$ cat src/lca_pkg.sv
// Shared types and constants for the lowest common ancestor block.
// No dependencies; imported by lca_store, lca_ctrl and the top level.
package lca_pkg;

    localparam int NODE_W      = 10;
    localparam int MAX_NODES   = 1 << NODE_W;
    localparam int LIFT_LEVELS = 11;
    localparam int LEVEL_W     = $clog2(LIFT_LEVELS);
    localparam int ANC_AW      = LEVEL_W + NODE_W;
    localparam int ANC_ENTRIES = LIFT_LEVELS * MAX_NODES;

    localparam logic [LEVEL_W-1:0] TOP_LEVEL = LEVEL_W'(LIFT_LEVELS - 1);

    localparam logic [1:0] CMD_LOAD  = 2'd0;
    localparam logic [1:0] CMD_BUILD = 2'd1;
    localparam logic [1:0] CMD_QUERY = 2'd2;

    typedef struct packed {
        logic [1:0]        command;
        logic [NODE_W-1:0] node_a;
        logic [NODE_W-1:0] node_b;
        logic [NODE_W-1:0] node_depth;
    } request_t;

    typedef struct packed {
        logic [NODE_W-1:0] ancestor;
        logic              bad_node;
    } result_t;

    typedef struct packed {
        logic              dep_we;
        logic [NODE_W-1:0] dep_waddr;
        logic [NODE_W-1:0] dep_wdata;
        logic [NODE_W-1:0] dep_raddr_a;
        logic [NODE_W-1:0] dep_raddr_b;
        logic              anc_we;
        logic [ANC_AW-1:0] anc_waddr;
        logic [NODE_W-1:0] anc_wdata;
        logic [ANC_AW-1:0] anc_raddr_a;
        logic [ANC_AW-1:0] anc_raddr_b;
    } mem_req_t;

    typedef struct packed {
        logic [NODE_W-1:0] dep_a;
        logic [NODE_W-1:0] dep_b;
        logic [NODE_W-1:0] anc_a;
        logic [NODE_W-1:0] anc_b;
    } mem_rsp_t;

    // Ancestor table address: level in the upper bits, node in the lower bits.
    function automatic logic [ANC_AW-1:0] anc_addr(input logic [LEVEL_W-1:0] level,
                                                   input logic [NODE_W-1:0]  node);
        return {level, node};
    endfunction

endpackage

$ cat src/lca_ctrl.sv
// Sequencer for load, table build and query; drives the store's ports.
// Depends on lca_pkg; the memories live in lca_store.
module lca_ctrl (
    input  logic                    clk,
    input  logic                    rst_n,
    input  logic                    start,
    input  lca_pkg::request_t       request,
    input  logic [lca_pkg::NODE_W-1:0] node_count,
    output logic                    busy,
    output logic                    done,
    output lca_pkg::result_t        result,
    output lca_pkg::mem_req_t       mem_req,
    input  lca_pkg::mem_rsp_t       mem_rsp
);
    import lca_pkg::*;

    typedef enum logic [3:0] {
        S_IDLE,
        S_B_RD1,
        S_B_RD2,
        S_B_WR,
        S_Q_DEP,
        S_L_CHK,
        S_L_ANC,
        S_L_DEP,
        S_M_RD,
        S_M_CMP,
        S_FIN,
        S_FIN_RD
    } state_t;

    state_t            state_reg, state_next;
    logic              done_reg, done_next;
    result_t           result_reg, result_next;

    logic [NODE_W-1:0]  a_reg, a_next;
    logic [NODE_W-1:0]  b_reg, b_next;
    logic [NODE_W-1:0]  da_reg, da_next;
    logic [NODE_W-1:0]  db_reg, db_next;
    logic [NODE_W-1:0]  nb_reg, nb_next;
    logic [NODE_W-1:0]  node_reg, node_next;
    logic [LEVEL_W-1:0] level_reg, level_next;

    logic [NODE_W-1:0]  diff;
    logic [LEVEL_W-1:0] level_dec;
    logic               bad;

    assign diff      = (db_reg >= da_reg) ? (db_reg - da_reg) : '0;
    assign level_dec = level_reg - 1'b1;
    assign bad       = (request.node_a == '0) || (request.node_b == '0) ||
                       (request.node_a > node_count) || (request.node_b > node_count);

    always_comb
    begin
        state_next  = state_reg;
        done_next   = 1'b0;
        result_next = result_reg;
        a_next      = a_reg;
        b_next      = b_reg;
        da_next     = da_reg;
        db_next     = db_reg;
        nb_next     = nb_reg;
        node_next   = node_reg;
        level_next  = level_reg;
        mem_req     = '0;

        case (state_reg)
            S_IDLE:
            begin
                mem_req.dep_raddr_a = request.node_a;
                mem_req.dep_raddr_b = request.node_b;
                if (start)
                begin
                    case (request.command)
                        CMD_LOAD:
                        begin
                            if (request.node_a != '0)
                            begin
                                mem_req.dep_we    = 1'b1;
                                mem_req.dep_waddr = request.node_a;
                                mem_req.dep_wdata = request.node_depth;
                                mem_req.anc_we    = 1'b1;
                                mem_req.anc_waddr = anc_addr('0, request.node_a);
                                mem_req.anc_wdata = request.node_b;
                            end
                        end
                        CMD_BUILD:
                        begin
                            if (node_count != '0)
                            begin
                                level_next = LEVEL_W'(1);
                                node_next  = NODE_W'(1);
                                state_next = S_B_RD1;
                            end
                        end
                        CMD_QUERY:
                        begin
                            if (bad)
                            begin
                                done_next            = 1'b1;
                                result_next.ancestor = '0;
                                result_next.bad_node = 1'b1;
                            end
                            else
                            begin
                                a_next     = request.node_a;
                                b_next     = request.node_b;
                                state_next = S_Q_DEP;
                            end
                        end
                        default:
                        begin
                        end
                    endcase
                end
            end

            S_B_RD1:
            begin
                mem_req.anc_raddr_a = anc_addr(level_dec, node_reg);
                state_next          = S_B_RD2;
            end

            S_B_RD2:
            begin
                mem_req.anc_raddr_a = anc_addr(level_dec, mem_rsp.anc_a);
                state_next          = S_B_WR;
            end

            S_B_WR:
            begin
                mem_req.anc_we    = 1'b1;
                mem_req.anc_waddr = anc_addr(level_reg, node_reg);
                mem_req.anc_wdata = mem_rsp.anc_a;
                state_next        = S_B_RD1;
                if (node_reg == node_count)
                begin
                    node_next = NODE_W'(1);
                    if (level_reg == TOP_LEVEL)
                    begin
                        state_next = S_IDLE;
                    end
                    else
                    begin
                        level_next = level_reg + 1'b1;
                    end
                end
                else
                begin
                    node_next = node_reg + 1'b1;
                end
            end

            S_Q_DEP:
            begin
                // Keep the shallower node in a.
                if (mem_rsp.dep_b < mem_rsp.dep_a)
                begin
                    a_next  = b_reg;
                    b_next  = a_reg;
                    da_next = mem_rsp.dep_b;
                    db_next = mem_rsp.dep_a;
                end
                else
                begin
                    da_next = mem_rsp.dep_a;
                    db_next = mem_rsp.dep_b;
                end
                level_next = TOP_LEVEL;
                state_next = S_L_CHK;
            end

            S_L_CHK:
            begin
                if ((diff >> level_reg) != '0)
                begin
                    mem_req.anc_raddr_a = anc_addr(level_reg, b_reg);
                    state_next          = S_L_ANC;
                end
                else if (level_reg == '0)
                begin
                    level_next = TOP_LEVEL;
                    state_next = S_M_RD;
                end
                else
                begin
                    level_next = level_dec;
                end
            end

            S_L_ANC:
            begin
                nb_next             = mem_rsp.anc_a;
                mem_req.dep_raddr_a = mem_rsp.anc_a;
                state_next          = S_L_DEP;
            end

            S_L_DEP:
            begin
                if (da_reg <= mem_rsp.dep_a)
                begin
                    b_next  = nb_reg;
                    db_next = mem_rsp.dep_a;
                end
                if (level_reg == '0)
                begin
                    level_next = TOP_LEVEL;
                    state_next = S_M_RD;
                end
                else
                begin
                    level_next = level_dec;
                    state_next = S_L_CHK;
                end
            end

            S_M_RD:
            begin
                if (a_reg == b_reg)
                begin
                    state_next = S_FIN;
                end
                else
                begin
                    mem_req.anc_raddr_a = anc_addr(level_reg, a_reg);
                    mem_req.anc_raddr_b = anc_addr(level_reg, b_reg);
                    state_next          = S_M_CMP;
                end
            end

            S_M_CMP:
            begin
                if (mem_rsp.anc_a != mem_rsp.anc_b)
                begin
                    a_next = mem_rsp.anc_a;
                    b_next = mem_rsp.anc_b;
                end
                if (level_reg == '0)
                begin
                    state_next = S_FIN;
                end
                else
                begin
                    level_next = level_dec;
                    state_next = S_M_RD;
                end
            end

            S_FIN:
            begin
                if (a_reg == b_reg)
                begin
                    done_next            = 1'b1;
                    result_next.ancestor = a_reg;
                    result_next.bad_node = 1'b0;
                    state_next           = S_IDLE;
                end
                else
                begin
                    mem_req.anc_raddr_a = anc_addr('0, a_reg);
                    state_next          = S_FIN_RD;
                end
            end

            S_FIN_RD:
            begin
                done_next            = 1'b1;
                result_next.ancestor = mem_rsp.anc_a;
                result_next.bad_node = 1'b0;
                state_next           = S_IDLE;
            end

            default:
            begin
                state_next = S_IDLE;
            end
        endcase
    end

    always_ff @(posedge clk or negedge rst_n)
    begin
        if (!rst_n)
        begin
            state_reg  <= S_IDLE;
            done_reg   <= 1'b0;
            result_reg <= '0;
        end
        else
        begin
            state_reg  <= state_next;
            done_reg   <= done_next;
            result_reg <= result_next;
        end
    end

    always_ff @(posedge clk)
    begin
        a_reg     <= a_next;
        b_reg     <= b_next;
        da_reg    <= da_next;
        db_reg    <= db_next;
        nb_reg    <= nb_next;
        node_reg  <= node_next;
        level_reg <= level_next;
    end

    assign busy   = (state_reg != S_IDLE);
    assign done   = done_reg;
    assign result = result_reg;

endmodule

$ cat config.mk
export PLATFORM = sky130hd
export DESIGN_NAME = lca_ctrl
export DESIGN_NICKNAME = d
export VERILOG_FILES = /design/src/lca_pkg.sv /design/src/lca_ctrl.sv
export SDC_FILE = /design/constraint.sdc
export NUM_CORES = 1
export LEC_CHECK = 0
export BUFFER_PORTS_ARGS = -buffer_cell sky130_fd_sc_hd__buf_2
export CAP_MARGIN = 20
export CORE_MARGIN = 1
export CORE_UTILIZATION = 54
export DETAILED_ROUTE_END_ITERATION = 8
export GPL_ROUTABILITY_DRIVEN = 0
export PLACE_DENSITY = 0.8
export SETUP_SLACK_MARGIN = 0.15
export SLEW_MARGIN = 0
export SYNTH_ARGS = -nofsm -noshare
export SYNTH_HDL_FRONTEND = slang
export SYNTH_SLANG_ARGS = --single-unit
$ cat constraint.sdc
create_clock -name clk -period 4.8 [get_ports clk]
set_clock_uncertainty 0.1 [all_clocks]
set_input_delay 0.96 -clock clk [delete_from_list [all_inputs] [get_ports clk]]
set_output_delay 0.96 -clock clk [all_outputs]
set_load 0.1 [all_outputs]
==> Yosys cells after proc, flatten, opt, wreduce, memory -nomap -nowiden <==
Index checks and enable logic that the tools add are counted.
{ "word_totals": {"output_inout_bits": 107, "register_bits": 80} }
{ "op_classes": {"n_reduce_logical": 25, "shifts": 1, "n_eq_ne": 35, "order_cmp": 5, "n_addsub": 4, "muxes": 69} }
{ "ops": {"columns": ["operator", "n"], "rows": [
  ["10-bit two-way mux", 21],
  ["21-bit two-way mux", 4],
  ["25-bit two-way mux", 3],
  ["14-bit case mux with 5 select lines", 1],
  ["10-bit case mux with 2 select lines", 3],
  ["4-bit two-way mux", 14],
  ["25-bit case mux with 2 select lines", 1],
  ["11-bit two-way mux", 4],
  ["4-bit case mux with 11 select lines", 1],
  ["10-bit case mux with 4 select lines", 1],
  ["11-bit case mux with 3 select lines", 1],
  ["10-bit case mux with 3 select lines", 1],
  ["10-bit nonzero test", 3],
  ["14-bit two-way mux", 2],
  ["28-bit two-way mux", 1],
  ["2-bit inequality test, second input constant", 12],
  ["4-bit case mux with 6 select lines", 1],
  ["10-bit == test", 2],
  ["4-bit == test, second input constant", 5],
  ["10-bit greater-than comparator", 2],
  ["10-bit logical NOT", 2],
  ["4-bit by 3-bit == test with 1-bit output, second input constant", 4],
  ["10-bit by 1-bit adder with 10-bit output, second input constant", 1],
  ["10-bit greater-or-equal comparator", 1],
  ["31 further kinds", 48]
]} }

==> Depth between registers and ports, before layout <==
{ "logic_depth": {"word_depth": 8, "ltp_mapped": 13, "depth_no_buf": 12} }

==> Worst setup path before layout <==
Ideal clock, no wire load.
{ "synth_path": {"kind": "register to output", "from": "register state_reg[3]", "to": "output port mem_req[63] (netlist name)", "stages_incl_launch_ff": 6, "path_slack_ns": -0.322, "arrival_ns": 4.062, "t_required_ns": 3.740, "path_cell_list": "dfrtp_1 clkbuf_1 nor4_1 inv_1 clkbuf_1 o21ai_0"} }
{ "synth_rtl": {"columns": ["element", "line", "source"], "rows": [
  ["start: declaration", "lca_ctrl.sv:32", "state_t state_reg, state_next;"],
  ["start signal: assignment", "lca_ctrl.sv:290", "state_reg <= state_next;"],
  ["end: declaration", "lca_ctrl.sv:12", "output lca_pkg::mem_req_t mem_req,"]
]} }

==> flow_summary.yaml <==
hold_path:
  hp-class: "flop to flop"
  whs_path_depth: 1
  min_to: "result[4]$_DFFE_PN0P_"
  min_from: "result[4]$_DFFE_PN0P_"
route:
  top_layer_used: "met4"
  drtIter0Drc: 697
  wl_met1_um: 8380
  vias_per_cell: 6.256
  drc: 0
  met2WireLength_um: 11080
  wl_per_cell_um: 20.42
  drt-pass1-iter-count: 8
  met3_length_um: 2336
  final_antenna_net_count: 0
  wirelength_um: 23020
  num_vias: 7050
timing:
  period_share_pct: 94.69
  slew_violations: 0
  final_hold_viol_count: 0
  fin_ws_ps: 254.8
  worstMarginPinSlew_ps: 869.5
  layout_min_cycle_time_ps: 4545
  setup_tns_ps: 0
  slew_headroom_pct: 41.82
  setup_viol: 0
  rsz0062_at_grt: "no"
  fmax_mhz: 220.0
cells_and_area:
  drive_above_1_share_pct: 29.25
  area_growth_pct: 22.92
  fillers: 1088
  largest_reg_flops: 11
  regArea_um2: 2322
  fin_nets: 1088
  final_cell_mix: "buf_2, nand2_1, edfxtp_1, ha_1, nor2_1"
  final_common_cell: "buf_2"
  fin_util_pct: 67.84
  multi_input_area_um2: 4394
  instances_no_fill: 1127
synthesis:
  syn-instance-count: 773
  synth.distinct_cells: 68
  synth_edf_count: 64
  synth-main-ff-cell: "edfxtp_1"
  ys_seq_area_share_pct: 33.35
  synthesis.area_um2: 6964
  synth_fp_nets: 912
  ys_ff_latch: 80
  synth_warnings: 0
  syn_area_per_cell_um2: 9.009
  synth-async-reset-ratio_pct: 20.00
worst_setup_path:
  slowest_stage: "or4_1"
  critPathKind: "flop to primary output"
  crit_path_end_kind: "primary output"
  cp.arrival_ps: 3490
  r2r_end: "level_reg[0]$_DFFE_PP_"
  crit_fanout: 7
  critPathMaxStageDelay_ps: 530
  worstSetupStartpointType: "flop"
  rrSetupSlack_ps: 1100
  r2r_cells: 11
  r2r_start: "da_reg[1]$_DFFE_PP_"
  path_cells: "inv_1, ha_1, and3b_1, or4_1, a2111oi_2, o2bb2a_2, a41oi_4, o21a_4, buf_12, nand2_1, nand2_1, buf_12"
  critPathRequiredTime_ps: 3740
clocking:
  cts_hold_buf: 0
  clock_latency_ps: 340
  cts_made_buffers: 9
  cts.sinks: 80
  root_buffer: "clkbuf_16"
  tritoncts: "built"
  cts.clk_slew.worst_paths_ps: 60
  clockBufferDepth: 2
  cts_htree_levels: 3
place:
  place_ws_ps: 194.1
  port_buffers: 191
  dp_cells: 1107
  dp_hpwl_um: 17320
power_and_ir_drop:
  p_per_area_nw_per_um2: 664.0
  peakVddDrop_mv: 0.5393
  total_power_w: 0.005684
  leakage_nw: 4.079
global_route:
  grt.overflow.total: 0
  first_global_vias: 6607
  grt_pass1_wl_um: 35090
  grt_max_degree: 32
  grtUsageTotal_pct: 35.09
  grt_antenna_before_repair: 1
die:
  ioPinCount: 192
  core_area_um2: 12620
  die_w_um: 115.6
  dieArea_um2: 13360
  rows: 41
  start_util_pct: 55.19
  fp.dieH_um: 115.6
outcome:
  status: "complete, no violations"
job:
  drv_cap: 0
## through the flow
step / hold slack, ps / area [um^2]
3_3_place_gp: 377.3 / 8188
6_report: 404.8 / 8561
5_1_grt: 412.7 / 8558
2_1_floorplan: 396.3 / 6982
4_1_cts: 404.5 / 8461
3_5_place_dp: 390.5 / 8188
## Yosys cell counts (4+ instances only)
cell type / count / area share, %
nand2_1: 74 / 4.0
edfxtp_1: 64 / 28
ha_1: 53 / 9.5
nor2_1: 49 / 2.6
clkbuf_1: 40 / 2.2
inv_1: 40 / 2.2
and2_1: 36 / 3.2
a21oi_1: 33 / 2.4
a22o_1: 30 / 3.8
mux2_2: 30 / 4.9
xnor2_1: 30 / 3.8
o21ai_0: 28 / 2.0
a21o_1: 23 / 2.5
a22oi_1: 20 / 2.2
and3_1: 17 / 1.5
dfrtp_1: 16 / 5.7
nand3_1: 14 / 1.0
nor3_1: 14 / 1.0
o21a_1: 13 / 1.4
nand4_1: 12 / 1.1
xor2_1: 11 / 1.4
a222oi_1: 10 / 1.4
nand2b_1: 10 / 0.90
nor2b_1: 10 / 0.90
nor4_1: 8 / 0.72
a31oi_1: 7 / 0.63
buf_1: 5 / 0.27
a32oi_1: 4 / 0.50
o22ai_1: 4 / 0.36
o31ai_1: 4 / 0.43
or2_2: 4 / 0.36
## critical path: cells and delay by family, from the launching register on
kind,cells,cell delay [ps]
AOI/OAI and AO/OA,4,1040
adders and majority gates,1,270
buffers and inverters,3,500
DFF,1,390
and+or+nand+nor,4,930
## worst max path at each step
stage	startpoint	endpoint	cells past startpoint
2_1_floorplan	db_reg[0]$_DFFE_PP_	mem_req[27]	12
3_3_place_gp	db_reg[0]$_DFFE_PP_	mem_req[27]	13
3_5_place_dp	db_reg[0]$_DFFE_PP_	mem_req[27]	13
4_1_cts	da_reg[2]$_DFFE_PP_	mem_req[27]	11
5_1_grt	da_reg[1]$_DFFE_PP_	mem_req[21]	12
6_report	da_reg[1]$_DFFE_PP_	mem_req[21]	12
## where the power goes
part	switching [W]	leakage [nW]	internal, W
Clock	0.000284	0.130	0.000351
Combinational	0.00270	3.14	0.000976
Sequential	0.000345	0.807	0.00103
## what timing repair did
| action | in CTS | in global routing |
|---|---|---|
| pin swaps | 0 | 3 |
| gates cloned | 0 | 1 |
| buffers inserted | 0 | 2 |
| gates resized for setup | 2 | 19 |
| setup endpoints to repair | 14 | 14 |
## cell families (layout without fill, tap and decap cells)
| kind of cell | after synthesis | in the layout | share of synthesized area (%) |
|---|---|---|---|
| simple gates | 265 | 265 | 19.49 |
| mux | 33 | 33 | 5.282 |
| compound gates | 212 | 213 | 22.03 |
| xor+xnor | 41 | 41 | 5.156 |
| fa+ha+maj | 54 | 54 | 9.810 |
| flops | 80 | 80 | 33.35 |
| other cells | 0 | 1 | 0 |
| buf+inv | 88 | 268 | 4.887 |
## routing by layer
metal / vias to the layer above / global-route usage (%)
li1: 3248 / -
met4: 0 / 18.18
met3: 101 / 6.067
met1: 3231 / 42.60
met5: - / 0
met2: 470 / 59.84
## layout make-up
| type | instances | area share, % |
|---|---|---|
| tap | 172 | 2.514 |
| clock inverter | 5 | 0.3800 |
| multi-input combinational | 606 | 51.33 |
| timing repair buffer | 212 | 14.15 |
| inverter | 40 | 1.754 |
| antenna | 1 | 0.02923 |
| clock buffer | 11 | 2.719 |
| sequential | 80 | 27.13 |
Power figures use the tool's default switching activity.
